### src/design/dcwsg_fifo.sv
module dcwsg_fifo #(
  parameter int W     = 8,
  parameter int DEPTH = 2
) (
  input  logic         clk,
  input  logic         rst_n,
  input  logic         push_valid,
  output logic         push_ready,
  input  logic [W-1:0] push_data,
  output logic         pop_valid,
  input  logic         pop_ready,
  output logic [W-1:0] pop_data
);

  localparam int PTR_W = (DEPTH > 1) ? $clog2(DEPTH) : 1;
  localparam int CNT_W = $clog2(DEPTH + 1);

  logic [W-1:0]     mem_r [DEPTH];
  logic [PTR_W-1:0] wr_ptr_r, rd_ptr_r;
  logic [CNT_W-1:0] cnt_r;
  logic             push, pop;

  assign push_ready = cnt_r != CNT_W'(DEPTH);
  assign pop_valid  = cnt_r != '0;
  assign pop_data   = mem_r[rd_ptr_r];
  assign push       = push_valid && push_ready;
  assign pop        = pop_valid && pop_ready;

  function automatic logic [PTR_W-1:0] bump(input logic [PTR_W-1:0] p);
    return (p == PTR_W'(DEPTH - 1)) ? '0 : p + PTR_W'(1);
  endfunction

  always_ff @(posedge clk) begin
    if (!rst_n) begin
      wr_ptr_r <= '0;
      rd_ptr_r <= '0;
      cnt_r    <= '0;
    end else begin
      if (push) wr_ptr_r <= bump(wr_ptr_r);
      if (pop)  rd_ptr_r <= bump(rd_ptr_r);
      if (push && !pop)      cnt_r <= cnt_r + CNT_W'(1);
      else if (pop && !push) cnt_r <= cnt_r - CNT_W'(1);
    end
  end

  always_ff @(posedge clk) begin
    if (push) mem_r[wr_ptr_r] <= push_data;
  end

endmodule

### config.mk
export PLATFORM = sky130hd
export DESIGN_NAME = dcwsg_fifo
export DESIGN_NICKNAME = d
export VERILOG_FILES = /design/src/design/dcwsg_fifo.sv
export SDC_FILE = /design/constraint.sdc
export NUM_CORES = 1
export LEC_CHECK = 0
export BUFFER_PORTS_ARGS = -buffer_cell sky130_fd_sc_hd__clkbuf_2
export CORE_UTILIZATION = 52
export DETAILED_ROUTE_END_ITERATION = 10
export PLACE_DENSITY = 0.9
export REMOVE_ABC_BUFFERS = 1
export SLEW_MARGIN = 5
export SYNTH_ARGS = -nofsm -noshare
export SYNTH_HDL_FRONTEND = slang
export SYNTH_SLANG_ARGS = --single-unit
export TNS_END_PERCENT = 50
### constraint.sdc
create_clock -name clk -period 4.25 [get_ports clk]
set_input_delay 0.6375 -clock clk [delete_from_list [all_inputs] [get_ports clk]]
set_output_delay 0.6375 -clock clk [all_outputs]
set_load 0.005 [all_outputs]
## Yosys cells after proc, flatten, opt, wreduce, memory -nomap -nowiden

Memory sizes are Yosys's and may differ from the RTL's. A register that Yosys moved wholly into a read port is not among the register bits.
Index checks and enable logic that the tools add are counted.
Widths: inputs -> output; s select.

| word-level totals | value |
|---|---|
| output and inout port bits | 10 |
| word-level logic and storage cells | 25 |
| register bits after elaboration | 4 |
| memories | 1 |
| RAM bits | 16 |

Memories:

| memory | depth | bits a word | rd ports | clocked after Yosys merged registers in | wr ports | RTL line | source |
|---|---|---|---|---|---|---|---|
| mem_r | 2 | 8 | 1 | 1 | 1 | 18 | `logic [W-1:0] mem_r [DEPTH];` |

| operators by class | value |
|---|---|
| reductions and logical operators | 8 |
| add/subtract/negate cells | 4 |
| muxes and demuxes | 8 |
| equality and inequality tests | 1 |

Operators with widths:

| kind | count |
|---|---|
| $mux 1 | 6 |
| $logic_and 1x1->1 | 4 |
| $mux 2 | 2 |
| $reduce_bool 2->1 | 2 |
| $add 1x1->1 const B | 2 |
| $add 2x1->2 const B | 1 |
| $logic_not 1->1 | 2 |
| $ne 2x2->1 const B | 1 |
| $sub 2x1->2 const B | 1 |

## Longest topological paths before layout

| logic depth | value |
|---|---|
| depth in word-level cells | 6 |
| mapped depth | 6 |

## Least setup slack after synthesis

No wires, ideal clock.

| timing path | value |
|---|---|
| path kind | input -> register |
| start point | input port pop_ready |
| end point | register cnt_r[1] |
| setup slack | 2.614 ns |
| arrival time | 1.567 ns |
| stages on the path | 4 |
| setup time | 0.070 ns |
| path buffers | 0 |
| data required time | 4.180 ns |
| cell sequence | o21ai_0 > ha_1 > or3_1 > a21oi_1 |

| between the ends | value |
|---|---|
| word-level cells in the longest chain between the ends | 4 |
| elaborated cells on any way between the ends | 6 |
| classes of those cells | mux: 1; reduce/logical: 5 |

Ends and longest elaborated chain:

| item | RTL line | source |
|---|---|---|
| start: declaration | 11 | `input logic pop_ready,` |
| $logic_and 1x1->1 * | 27 | `assign pop = pop_valid && pop_ready;` |
| $logic_not 1->1 | 41 | `if (push && !pop) cnt_r <= cnt_r + CNT_W'(1);` |
| $logic_and 1x1->1 | 41 |  |
| $mux 2 / $reduce_bool 2->1 (equally long branches) | n/a |  |
| end signal: assignment | 41 |  |
| end signal: assignment | 42 | `else if (pop && !push) cnt_r <= cnt_r - CNT_W'(1);` |
| end: declaration | 20 | `logic [CNT_W-1:0] cnt_r;` |

Mark *: on every way between the ends. The rest lies on a longest branch, timed or not.
A chain may end at the register's enable or synchronous reset.

==> key figures <==
Run status
  • Status: finished, final reports clean

Clocking
  • Clk root buf: clkbuf_4
  • Hold_buf cts: 0
  • Total CTS buffers: 3
  • CTS tree: yes
  • Clk sink count: 21
  • Clk buf depth: 2
  • Postcts setup bufs: 0
  • CTS resizes: 0
  • Reg clk slew, reported paths: 0.11 ns
  • CTS H-tree lvls: 1
  • Clock latency on the worst-skew pair: 0.29 ns

Setup path
  • Cells on worst reg2reg path: 5
  • Worst reg2reg path endpoint: cnt_r[1]
  • Flop-to-flop setup slack: 2.62 ns
  • Largest fanout on the critical path: 8
  • CP arrival: 1.35 ns
  • Critical path buffers and inverters: 1
  • Worst EP required: 3.61 ns
  • Critical path cell sequence: mux2_2 -> clkbuf_2
  • R2R Path Start: cnt_r[0]
  • Crit path launch type: flop
  • Critical path's top delay family: flip-flops
  • CP max-delay cell: dfxtp_1
  • Slowest stage delay, CP: 0.55 ns
  • CP endpoint kind: output pin
  • CP Class: flop to output pin
  • Worst setup endpoint: pop_data[6]
  • CP Depth: 2

Logic synthesis
  • Cell variety after synth: 17
  • Post-synth ARST share: 0%
  • Cell type with the largest total area after synthesis: edfxtp_1
  • Mapped Area: 809.5 µm²
  • Post-synth EDFFs: 16
  • Synth Area per Inst: 16.19 µm²
  • Main flop type after synthesis: edfxtp_1
  • Count leader, synth: edfxtp_1
  • Register area share after synthesis: 71.72%
  • Cell count after synthesis: 50
  • Post-synth top area share: 59.35%
  • Ranking of synthesized cells by area: edfxtp_1 59%, dfxtp_1 12%, mux2_2 11%, xor2_1 3.2%, nand2b_4 1.7%
  • Register bit total from synthesis: 21
  • Most frequent cells after synthesis: 16 x edfxtp_1, 8 x mux2_2, 5 x dfxtp_1
  • Yosys Warn Count: 0

Timing
  • Highest clock rate: 504.1 MHz
  • Final min period: 1.984 ns
  • Hold WS: 0.5348 ns
  • Final setup viols: 0
  • Max-Slew Margin vs Limit: 74.26%
  • Clk_skew: 0.004161 ns
  • Worst-margin pin slew: 0.3861 ns
  • Hold Violations, Final: 0
  • RSZ-0062 raised after global routing: no
  • Final setup TNS: 0 ns
  • Period Utilization, post-route: 46.67%
  • Setup ws final: 2.266 ns
  • Fin. max-slew vios: 0

Pwr
  • Pint: 382.0 µW
  • Comb power frac: 28.8%
  • Switch share: 28.16%
  • Sequential share of power: 54.4%
  • Clk pwr share: 16.8%
  • Leak Pwr: 0.0003923 µW
  • PD cells: 557.0 nW/µm²
  • Psw: 149.8 µW
  • Peak VDD IR: 0.4109 mV

Route
  • Residual DRC: 0
  • WL final: 1.254 mm
  • Initial DRC Count: 10
  • Wirelength per Cell: 14.09 µm
  • 1st-pass router iterations: 4
  • DRT antenna net count: 0
  • Post-DR vias/cell: 5.281
  • Total number of vias: 470

Floorplanning
  • Die area: 1719 µm²
  • Rows: 13
  • Die width: 41.46 µm
  • Height of the chip: 41.46 µm
  • Top Ports: 22
  • Core area: 1366 µm²
  • Starting Density: 59.25%

Layout
  • Finished Cell Area: 954.7 µm²
  • Antenna cells: 0
  • Fill cell count: 110
  • Area Growth Syn to Fin: 17.93%
  • Final #Nets: 88
  • Final non-filler cell total: 89
  • Layout cells sized above 1: 47.30%

Hold path
  • HP Class: primary input to flop
  • Hold depth: 1

Placement
  • Placed Area: 928.4 µm²
  • Placer congestion estimate: 0.6626
  • Port bufs: 21
  • Post-place setup slack: 2.420 ns
  • DP Wirelength: 941.1 µm
  • Inst Count DP: 85

Global route
  • Gr usage total: 17.72%
  • Pin count of the biggest net entering global routing: 12
  • Initial antenna violation count: 0
  • Vias in the first global route: 498
  • First-pass GRT wire length: 2.263 mm
  • Remaining Overflow, GRT: 0

Job
  • Max Cap Violations: 0
[registers in the layout, summed over array words and instances, names as in the netlist, named ones only]
name,flops
cnt_r,2
mem_r,16
rd_ptr_r,1
wr_ptr_r,1
[logic make-up after synthesis]
logic type,synth area share (%)
flops,71.72
xor+xnor,3.246
simple gates,7.112
mux,11.13
compound gates,3.710
buf+inv,1.545
fa+ha+maj,1.545
[power by group through the flow]
stage	combinational (µW)	clock [µW]	sequential, µW
after detailed placement	154	0	294
after global routing	173	98.0	296
after floorplan	102	0	286
after global placement	146	0	291
after CTS	155	92.1	290
final	153	89.3	289
[per-stage QoR]
stage | power [µW] | util [%]
floorplan | 387.5 | -
global placement | 436.6 | 67.95
detailed placement | 448.2 | 67.95
CTS | 536.9 | 69.87
global route | 566.4 | 69.87
finish | 531.7 | 69.87
[how the worst min path moves through the flow]
| stage | startpoint | to | slack [ns] |
|---|---|---|---|
| detailed placement | rd_ptr_r | flop | 0.51 |
| global route | push_data[1] | mem_r[0][1] | 0.53 |
| CTS | push_data[5] | mem_r[1][5] | 0.53 |
| global placement | rd_ptr_r | rd_ptr_r | 0.49 |
| floorplan | rd_ptr_r | flop | 0.47 |
| finish | push_data[5] | mem_r[1][5] | 0.53 |
[metal layers]
layer / up-vias / part of all wire (%) / track usage, %
met4: 0 / 1.2 / 5.806
met1: 223 / 43 / 21.96
met2: 17 / 51 / 30.63
met3: 2 / 4.8 / 3.913
li1: 228 / - / -
met5: - / 0 / 0
[layout by cell type, fill, tap and decap left out]
cell,n
o21ai_0,2
nand3b_1,1
a21bo_2,1
ha_1,1
clkbuf_2,21
and2_1,1
dfxtp_1,5
clkbuf_4,3
and3_1,1
nor2_1,3
a21oi_1,2
edfxtp_1,16
inv_1,2
or2_2,1
xor2_1,3
nand2b_4,1
mux2_2,8
clkbuf_1,1
or3_1,1
[final cells by class]
type                            count  area [µm²]  share of cell area [%]
Inverter                            2       7.507                  0.7864
Clock buffer                        4       26.28                   2.752
Multi-Input combinational cell     26       216.5                   22.67
Sequential cell                    21       580.6                   60.81
Tap cell                           15       18.77                   1.966
Timing Repair Buffer               21       105.1                   11.01
Note: power is estimated with default switching activity, not from simulation.
