===== src/design/dcwsg_pkg.sv =====
package dcwsg_pkg;

  localparam int IDX_W   = 10;
  localparam int RAW_W   = 14;
  localparam int AMP_W   = 17;
  localparam int DUTY_W  = 11;
  localparam int SHAPE_W = 2;
  localparam int CFG_IDX_W = 2;

  localparam int TABLE_SAMPLES = 1024;
  localparam int ZERO_LEVEL    = 8192;
  localparam int TOP_RAW       = 16383;
  localparam int MID_SHIFT     = $clog2(ZERO_LEVEL);
  localparam int TRI_SHIFT     = 16 - MID_SHIFT;
  localparam int SIN_SHIFT     = 46 - MID_SHIFT;

  localparam logic [AMP_W-1:0] AMP_FULL = AMP_W'(65536);
  localparam logic [31:0]      PI_Q30   = 32'd3373259426;
  localparam logic [30:0]      Q30_ONE  = 31'h4000_0000;

  // long division: quotient bits, numerator and divisor widths
  localparam int Q_W   = 31;
  localparam int NUM_W = 42;
  localparam int DEN_W = 13;
  localparam int TERMS = 10;

  localparam logic [CFG_IDX_W-1:0] CFG_AMPLITUDE = 2'd0;
  localparam logic [CFG_IDX_W-1:0] CFG_ACTIVE    = 2'd1;
  localparam logic [CFG_IDX_W-1:0] CFG_SHAPE     = 2'd2;

  localparam logic [SHAPE_W-1:0] SHAPE_SINE   = 2'd0;
  localparam logic [SHAPE_W-1:0] SHAPE_SQUARE = 2'd1;
  localparam logic [SHAPE_W-1:0] SHAPE_TRI    = 2'd2;

  typedef enum logic [1:0] {
    MODE_MID,
    MODE_SQUARE,
    MODE_TRI,
    MODE_SINE
  } mode_t;

  typedef struct packed {
    mode_t              mode;
    logic [IDX_W-1:0]   idx;
    logic [AMP_W-1:0]   amp;
    logic [NUM_W-1:0]   num;
    logic [DEN_W-1:0]   den;
  } fe_item_t;

  typedef struct packed {
    logic [AMP_W-1:0]   amp;
    logic [DUTY_W-1:0]  duty;
    logic [SHAPE_W-1:0] shape;
  } cfg_t;

endpackage


===== src/design/dcwsg_front.sv =====
module dcwsg_front (
  input  logic                          clk,
  input  logic                          rst_n,
  input  dcwsg_pkg::cfg_t               cfg,
  input  logic                          in_valid,
  output logic                          in_ready,
  input  logic [dcwsg_pkg::IDX_W-1:0]   in_idx,
  output logic                          fe_valid,
  input  logic                          fe_ready,
  output dcwsg_pkg::fe_item_t           fe_item
);

  logic                          f_vld_r, f_vld_nxt;
  dcwsg_pkg::fe_item_t           f_item_r, f_item_nxt;

  logic [dcwsg_pkg::AMP_W-1:0]   amp;
  logic [dcwsg_pkg::DUTY_W-1:0]  duty;
  logic [dcwsg_pkg::DUTY_W-1:0]  n;
  logic [dcwsg_pkg::DUTY_W-1:0]  fall_cnt;
  logic [dcwsg_pkg::DUTY_W-1:0]  fall_len;
  logic [dcwsg_pkg::IDX_W-1:0]   half;
  logic [dcwsg_pkg::IDX_W-1:0]   ip;
  logic                          active;
  logic                          long_enough;
  logic [31:0]                   mul_a;
  logic [dcwsg_pkg::DUTY_W-1:0]  mul_b;
  logic [42:0]                   prod;
  logic                          acc;

  assign acc      = in_valid && in_ready;
  assign in_ready = !f_vld_r || fe_ready;
  assign fe_valid = f_vld_r;
  assign fe_item  = f_item_r;

  always_comb begin
    amp  = (cfg.amp > dcwsg_pkg::AMP_FULL) ? dcwsg_pkg::AMP_FULL : cfg.amp;
    duty = (cfg.duty > dcwsg_pkg::DUTY_W'(dcwsg_pkg::TABLE_SAMPLES)) ?
           dcwsg_pkg::DUTY_W'(dcwsg_pkg::TABLE_SAMPLES) : cfg.duty;
    active      = {1'b0, in_idx} < duty;
    long_enough = duty >= dcwsg_pkg::DUTY_W'(2);
    n        = duty - dcwsg_pkg::DUTY_W'(1);
    half     = duty[dcwsg_pkg::DUTY_W-1:1];
    fall_cnt = duty - {1'b0, in_idx};
    fall_len = duty - {1'b0, half};
    // fold the half period about its centre
    ip = ({in_idx, 1'b0} > n) ? (n[dcwsg_pkg::IDX_W-1:0] - in_idx) : in_idx;

    f_item_nxt.idx = in_idx;
    f_item_nxt.amp = amp;
    f_item_nxt.den = dcwsg_pkg::DEN_W'(1);
    mul_a = 32'd0;
    mul_b = '0;
    f_item_nxt.mode = dcwsg_pkg::MODE_MID;

    case (cfg.shape)
      dcwsg_pkg::SHAPE_SQUARE: begin
        if (active) f_item_nxt.mode = dcwsg_pkg::MODE_SQUARE;
      end
      dcwsg_pkg::SHAPE_TRI: begin
        if (active && long_enough) begin
          f_item_nxt.mode = dcwsg_pkg::MODE_TRI;
          mul_a = 32'(amp);
          if (in_idx < half) begin
            mul_b = {1'b0, in_idx};
            f_item_nxt.den = dcwsg_pkg::DEN_W'(half) << dcwsg_pkg::TRI_SHIFT;
          end else begin
            mul_b = fall_cnt;
            f_item_nxt.den = dcwsg_pkg::DEN_W'(fall_len) << dcwsg_pkg::TRI_SHIFT;
          end
        end
      end
      default: begin
        if (active && long_enough) begin
          f_item_nxt.mode = dcwsg_pkg::MODE_SINE;
          mul_a = dcwsg_pkg::PI_Q30;
          mul_b = {1'b0, ip};
          f_item_nxt.den = dcwsg_pkg::DEN_W'(n);
        end
      end
    endcase

    prod = 43'(mul_a) * 43'(mul_b);
    f_item_nxt.num = prod[dcwsg_pkg::NUM_W-1:0];

    f_vld_nxt = acc ? 1'b1 : (fe_ready ? 1'b0 : f_vld_r);
  end

  always_ff @(posedge clk) begin
    if (!rst_n) begin
      f_vld_r <= 1'b0;
    end else begin
      f_vld_r <= f_vld_nxt;
    end
  end

  always_ff @(posedge clk) begin
    if (acc) begin
      f_item_r <= f_item_nxt;
    end
  end

endmodule


===== config.mk =====
export PLATFORM = sky130hd
export DESIGN_NAME = dcwsg_front
export DESIGN_NICKNAME = d
export VERILOG_FILES = /design/src/design/dcwsg_pkg.sv /design/src/design/dcwsg_front.sv
export SDC_FILE = /design/constraint.sdc
export NUM_CORES = 1
export LEC_CHECK = 0
export BUFFER_PORTS_ARGS = -buffer_cell sky130_fd_sc_hd__buf_2
export CORE_AREA = 2 2 226 184
export DETAILED_ROUTE_END_ITERATION = 8
export DIE_AREA = 0 0 228 186
export GPL_TIMING_DRIVEN = 0
export PLACE_DENSITY = 0.49
export SYNTH_ARGS = -nofsm -noshare
export SYNTH_HDL_FRONTEND = slang
export SYNTH_SLANG_ARGS = --single-unit
export TNS_END_PERCENT = 5

===== constraint.sdc =====
create_clock -name clk -period 12.8 [get_ports clk]
set_clock_uncertainty 0.2 [all_clocks]
set_input_delay 0.64 -clock clk [delete_from_list [all_inputs] [get_ports clk]]
set_output_delay 0.64 -clock clk [all_outputs]
set_load 0.01 [all_outputs]

Word-level counts from Yosys, hierarchy flattened
Cells that the tools add are included.
{"block": "totals", "regBits": 85, "in_bits": 44, "output_inout_bits": 86}
{"block": "op_classes", "add_sub_neg": 4, "n_mul": 1, "order_cmp": 6, "eq_ne": 2, "n_mux": 20, "reduce_logical": 5}
{"operator": "case mux 32 bit (2 select lines)", "count": 1}
{"operator": "2-to-1 mux 11 bit", "count": 4}
{"operator": "multiplier 32 x 11 -> 42 bit", "count": 1}
{"operator": "2-to-1 mux 17 bit", "count": 2}
{"operator": "2-to-1 mux 32 bit", "count": 1}
{"operator": "2-to-1 mux 13 bit", "count": 2}
{"operator": "case mux 13 bit (2 select lines)", "count": 1}
{"operator": "case mux 11 bit (2 select lines)", "count": 1}
{"operator": "2-to-1 mux 10 bit", "count": 2}
{"operator": "subtractor 10 bit", "count": 2}
{"operator": "greater-than comparator 17 bit (second input constant)", "count": 1}
{"operator": ">= comparator 11 x 2 -> 1 bit (second input constant)", "count": 1}
{"operator": "greater-than comparator 11 bit", "count": 1}
{"operator": "greater-than comparator 11 bit (second input constant)", "count": 1}
{"operator": "less-than comparator 10 x 11 -> 1 bit", "count": 1}
{"operator": "subtractor 11 x 1 -> 11 bit (second input constant)", "count": 1}
{"operator": "subtractor 11 x 10 -> 11 bit", "count": 1}
{"operator": "less-than comparator 10 bit", "count": 1}
{"operator": "2-to-1 mux 2 bit", "count": 2}
{"operator": "case mux 2 bit (2 select lines)", "count": 1}
{"operator": "2-to-1 mux 1 bit", "count": 3}
{"operator": "equality test 2 x 1 -> 1 bit (second input constant)", "count": 1}
{"operator": "equality test 2 bit (second input constant)", "count": 1}
{"operator": "logical AND 1 bit", "count": 2}
{"operator": "other kinds (3)", "count": 3}

Depth between registers and ports, before layout
{"block": "logic_depth", "word_depth": 8, "mapped_depth": 42, "depth_no_buf": 38}

Worst setup path after synthesis
No wires, ideal clock.
{"block": "synth_path", "path_type": "input port to flip-flop", "from": "input port cfg[12] in the netlist's numbering", "to": "register f_item_r, in the netlist fe_item[53] (data pin)", "arrival_ns": 9.069, "setup_slack_ns": 3.269, "path_stages": 35, "path_buffers": 3, "path_cell_list": "buf_2 nor2b_1 inv_1 ha_1 a211oi_1 o31ai_2 a31oi_1 xnor2_1 ha_1 nand4_1 o21a_1 or2_2 clkbuf_1 o31a_1 nor2_1 a21o_1 buf_2 nand2_1 fa_1 fa_1 inv_1 fa_1 fa_1 inv_1 fa_1 inv_1 ha_1 nand4_1 or3_1 o22ai_1 nor2_1 o21ba_2 a311oi_1 mux2i_1 nand3_1"}
{"element": "from (decl)", "line_no": "dcwsg_front.sv:4", "text": "input dcwsg_pkg::cfg_t cfg,"}
{"element": "to (signal assigned)", "line_no": "dcwsg_front.sv:98", "text": "f_item_r <= f_item_nxt;"}
{"element": "to (decl)", "line_no": "dcwsg_front.sv:14", "text": "dcwsg_pkg::fe_item_t f_item_r, f_item_nxt;"}

==> results.tsv <==
stage	metric	value	unit
clock_tree	cts repair resizes	0	
worst_setup_path	CP Class	primary input to flop	
global_route	met1 usage	28.9	%
synth	mapped cell area	13900	um^2
route	DRC Markers	0	
timing	Worst Setup Slack, final	0.677	ns
synth	register area share after synthesis	18.3	%
clock_tree	H-tree depth	3	
synth	top-count cell post-synth	inv_1	
route	vias per cell	4.94	
synth	commonest register cell after synthesis	edfxtp_1	
synth	Synth Warn #	0	
worst_setup_path	Top cell by count, worst path	fa_1	
route	Wirelength per Cell	18.1	um
worst_setup_path	R2R depth	3	
route	Post-Route WL	40.1	mm
route	vias after detailed routing	10900	
clock_tree	hold bufs inserted after CTS	0	
clock_tree	CTS Buf Count	9	
cells_and_area	Area Overhead vs Synth	12.0	%
global_route	all-layer global routing usage	19.7	%
clock_tree	clock sinks	85	
cells_and_area	post-layout net count	2063	
global_route	vias in the first global route	11000	
route	Initial DRT Pass Iterations	7	
synth	Async SR Flop Fraction	0	%
worst_setup_path	CP Max Fanout	10	
timing	worst hold slack	0.298	ns
global_route	wire length of the first global-routing pass	63.6	mm
worst_setup_path	CP Launch Type	primary input	
floorplanning	Die W	228	um
placement	DP HPWL	33.6	mm
pwr	peak supply drop	0.122	mV
floorplanning	Starting Density	34.6	%
timing	fin crit share	94.7	%
synth	leading area contributor after synthesis	fa_1	
timing	Max-slew headroom	17.4	%
placement	GPL Wtd Cong	0.898	
global_route	met2 Track Usage GR	29.8	%
worst_setup_path	Worst Path Required	12.72	ns
pwr	Pwr Density	119	nW/um^2
timing	FMAX	82.5	MHz
floorplanning	Row Count	66	
floorplanning	die height	186	um
placement	Placement Cell Area	15300	um^2
clock_tree	clk root buf	clkbuf_16	
cells_and_area	Final Cell Area	15600	um^2
global_route	GRT busiest layer	met2	
clock_tree	setup bufs post-CTS	0	
worst_setup_path	CP peak stage delay	0.65	ns
route	DR iter-0 viols	682	
global_route	met3 Use GR	3.51	%
global_route	pin count of the biggest net entering global routing	45	
synth	EDFF count, synth	84	
route	number of nets with antenna violations after routing	0	
placement	DP Worst Slack	0.485	ns
timing	crit path time final	12.12	ns
floorplanning	core box area	40100	um^2
clock_tree	clk_lat worst skew	0.39	ns
status	status	completed	
run	Max Cap Viol	0	
clock_tree	CTS tree	done	
synth	Synth Area per Inst	9.17	um^2
worst_setup_path	Worst path slowest cell	o22ai_1	
cells_and_area	ANT cells	0	
min_path	worst hold path depth	2	
timing	Hold Violations, Final	0	
synth	Synth top cells by count	280 x inv_1, 183 x fa_1, 175 x ha_1	
synth	top-area cell type share of the netlist area	26.4	%
timing	Max Slew Vio Count	0	
min_path	worst hold path class	primary input to flop	
global_route	overflow left after global routing	0	
worst_setup_path	WP data arrival	12.04	ns
clock_tree	clock slew at reported path FFs	0.07	ns
placement	I/O Buffers	129	
pwr	leakage	7.85	nW
cells_and_area	share of layout cells above drive strength 1	11.3	%
worst_setup_path	Setup crit end kind	flop	
timing	unrepaired setup endpoints after global routing	no	
clock_tree	Max Root-Sink Buffers	2	
pwr	Power Total	1.84	mW
global_route	initial antenna violation count	2	
synth	Yosys reg bits	85	
timing	Worst Tran Pin Value	1.23	ns
timing	Fin Setup TNS	0	ns
floorplanning	io pins	130	
synth	count of cell types in the netlist	74	
synth	synth top area cells	fa_1 26%, edfxtp_1 18%, ha_1 16%, inv_1 7.6%, nand2_1 3.8%	
floorplanning	Die ar.	42400	um^2
timing	# setup viols final	0	
worst_setup_path	reg2reg setup slack	10.95	ns
synth	Gate Count Post-Synth	1516	
cell type report:
class                      count  area (um^2)
buffer                        32          166
clock buffer                   9          225
clock inverter                 7         73.8
sequential                    85         2540
tap                          544          681
multi-input combinational   1120        10100
fill                        4221        24600
inverter                     283         1060
timing repair buffer         130          673
layout by cell type (no fill, tap or decap), drive strengths merged, types with 3 or more instances in the layout:
master	n
nor3	38
a211o	5
and3	7
ha	175
o211ai	4
or3	11
nand2	144
a21o	41
o31a	3
nand3	14
nor2	126
fa	183
a21boi	8
o22ai	11
clkinv	5
inv	283
o21a	18
a211oi	9
clkbuf	19
xnor2	33
nor4	9
and2	14
edfxtp	84
nor3b	4
conb	6
buf	152
o21bai	10
a31oi	13
nand2b	17
nor2b	20
o21ai	62
o31ai	9
a21oi	63
nand4	10
mux2i	7
xor2	17
registers in the layout, indices dropped and copies added (netlist names):
register  count
fe_item      84
fe_valid      1
through the flow:
step / cells / util (%)
5_1_grt: 2210 / 38.8
2_1_floorplan: 1520 / -
3_5_place_dp: 2194 / 38.0
3_3_place_gp: 2193 / 38.0
4_1_cts: 2210 / 38.8
6_report: 2210 / 38.8
critical path, delay by kind of cell:
kind | cells | cell delay [ns]
buffers and inverters | 8 | 1.34
adder cells (fa/ha/maj) | 8 | 3.46
AO/OA/AOI/OAI | 11 | 3.32
multiplexers | 1 | 0.28
AND/OR/NAND/NOR | 10 | 2.53
XOR/XNOR | 1 | 0.42
layer usage:
layer  share of wire, %  up-vias
met5              0.032        -
met2                 43      261
met4                2.1        2
met3                5.2       46
li1                   -     5285
met1                 50     5334
logic make-up after synthesis:
logic type / count (synthesis) / share of synthesized area (%)
other: 2 / 0.0540
AND/OR/NAND/NOR: 423 / 13.9
multiplexers: 8 / 0.585
XOR/XNOR: 50 / 3.15
buffers and inverters: 315 / 8.84
adder cells (fa/ha/maj): 359 / 42.2
flip-flops: 85 / 18.3
AO/OA/AOI/OAI: 274 / 12.9
power by group:
part	leakage, nW	internal [mW]	total [mW]	switching [mW]
Sequential	0.837	0.399	0.413	0.0141
Combinational	6.87	0.448	1.15	0.706
Clock	0.146	0.152	0.278	0.126
Total	7.85	0.999	1.84	0.846
path summary, 6_finish.rpt:
| check | start | to |
|---|---|---|
| hold / removal | rst_n | fe_valid |
| setup reg to reg | fe_valid | fe_item[35] |
| hold reg to reg | fe_valid | fe_valid |
| setup / recovery | cfg[12] | fe_item[53] |
No activity file was read; power rests on OpenSTA's default activity.
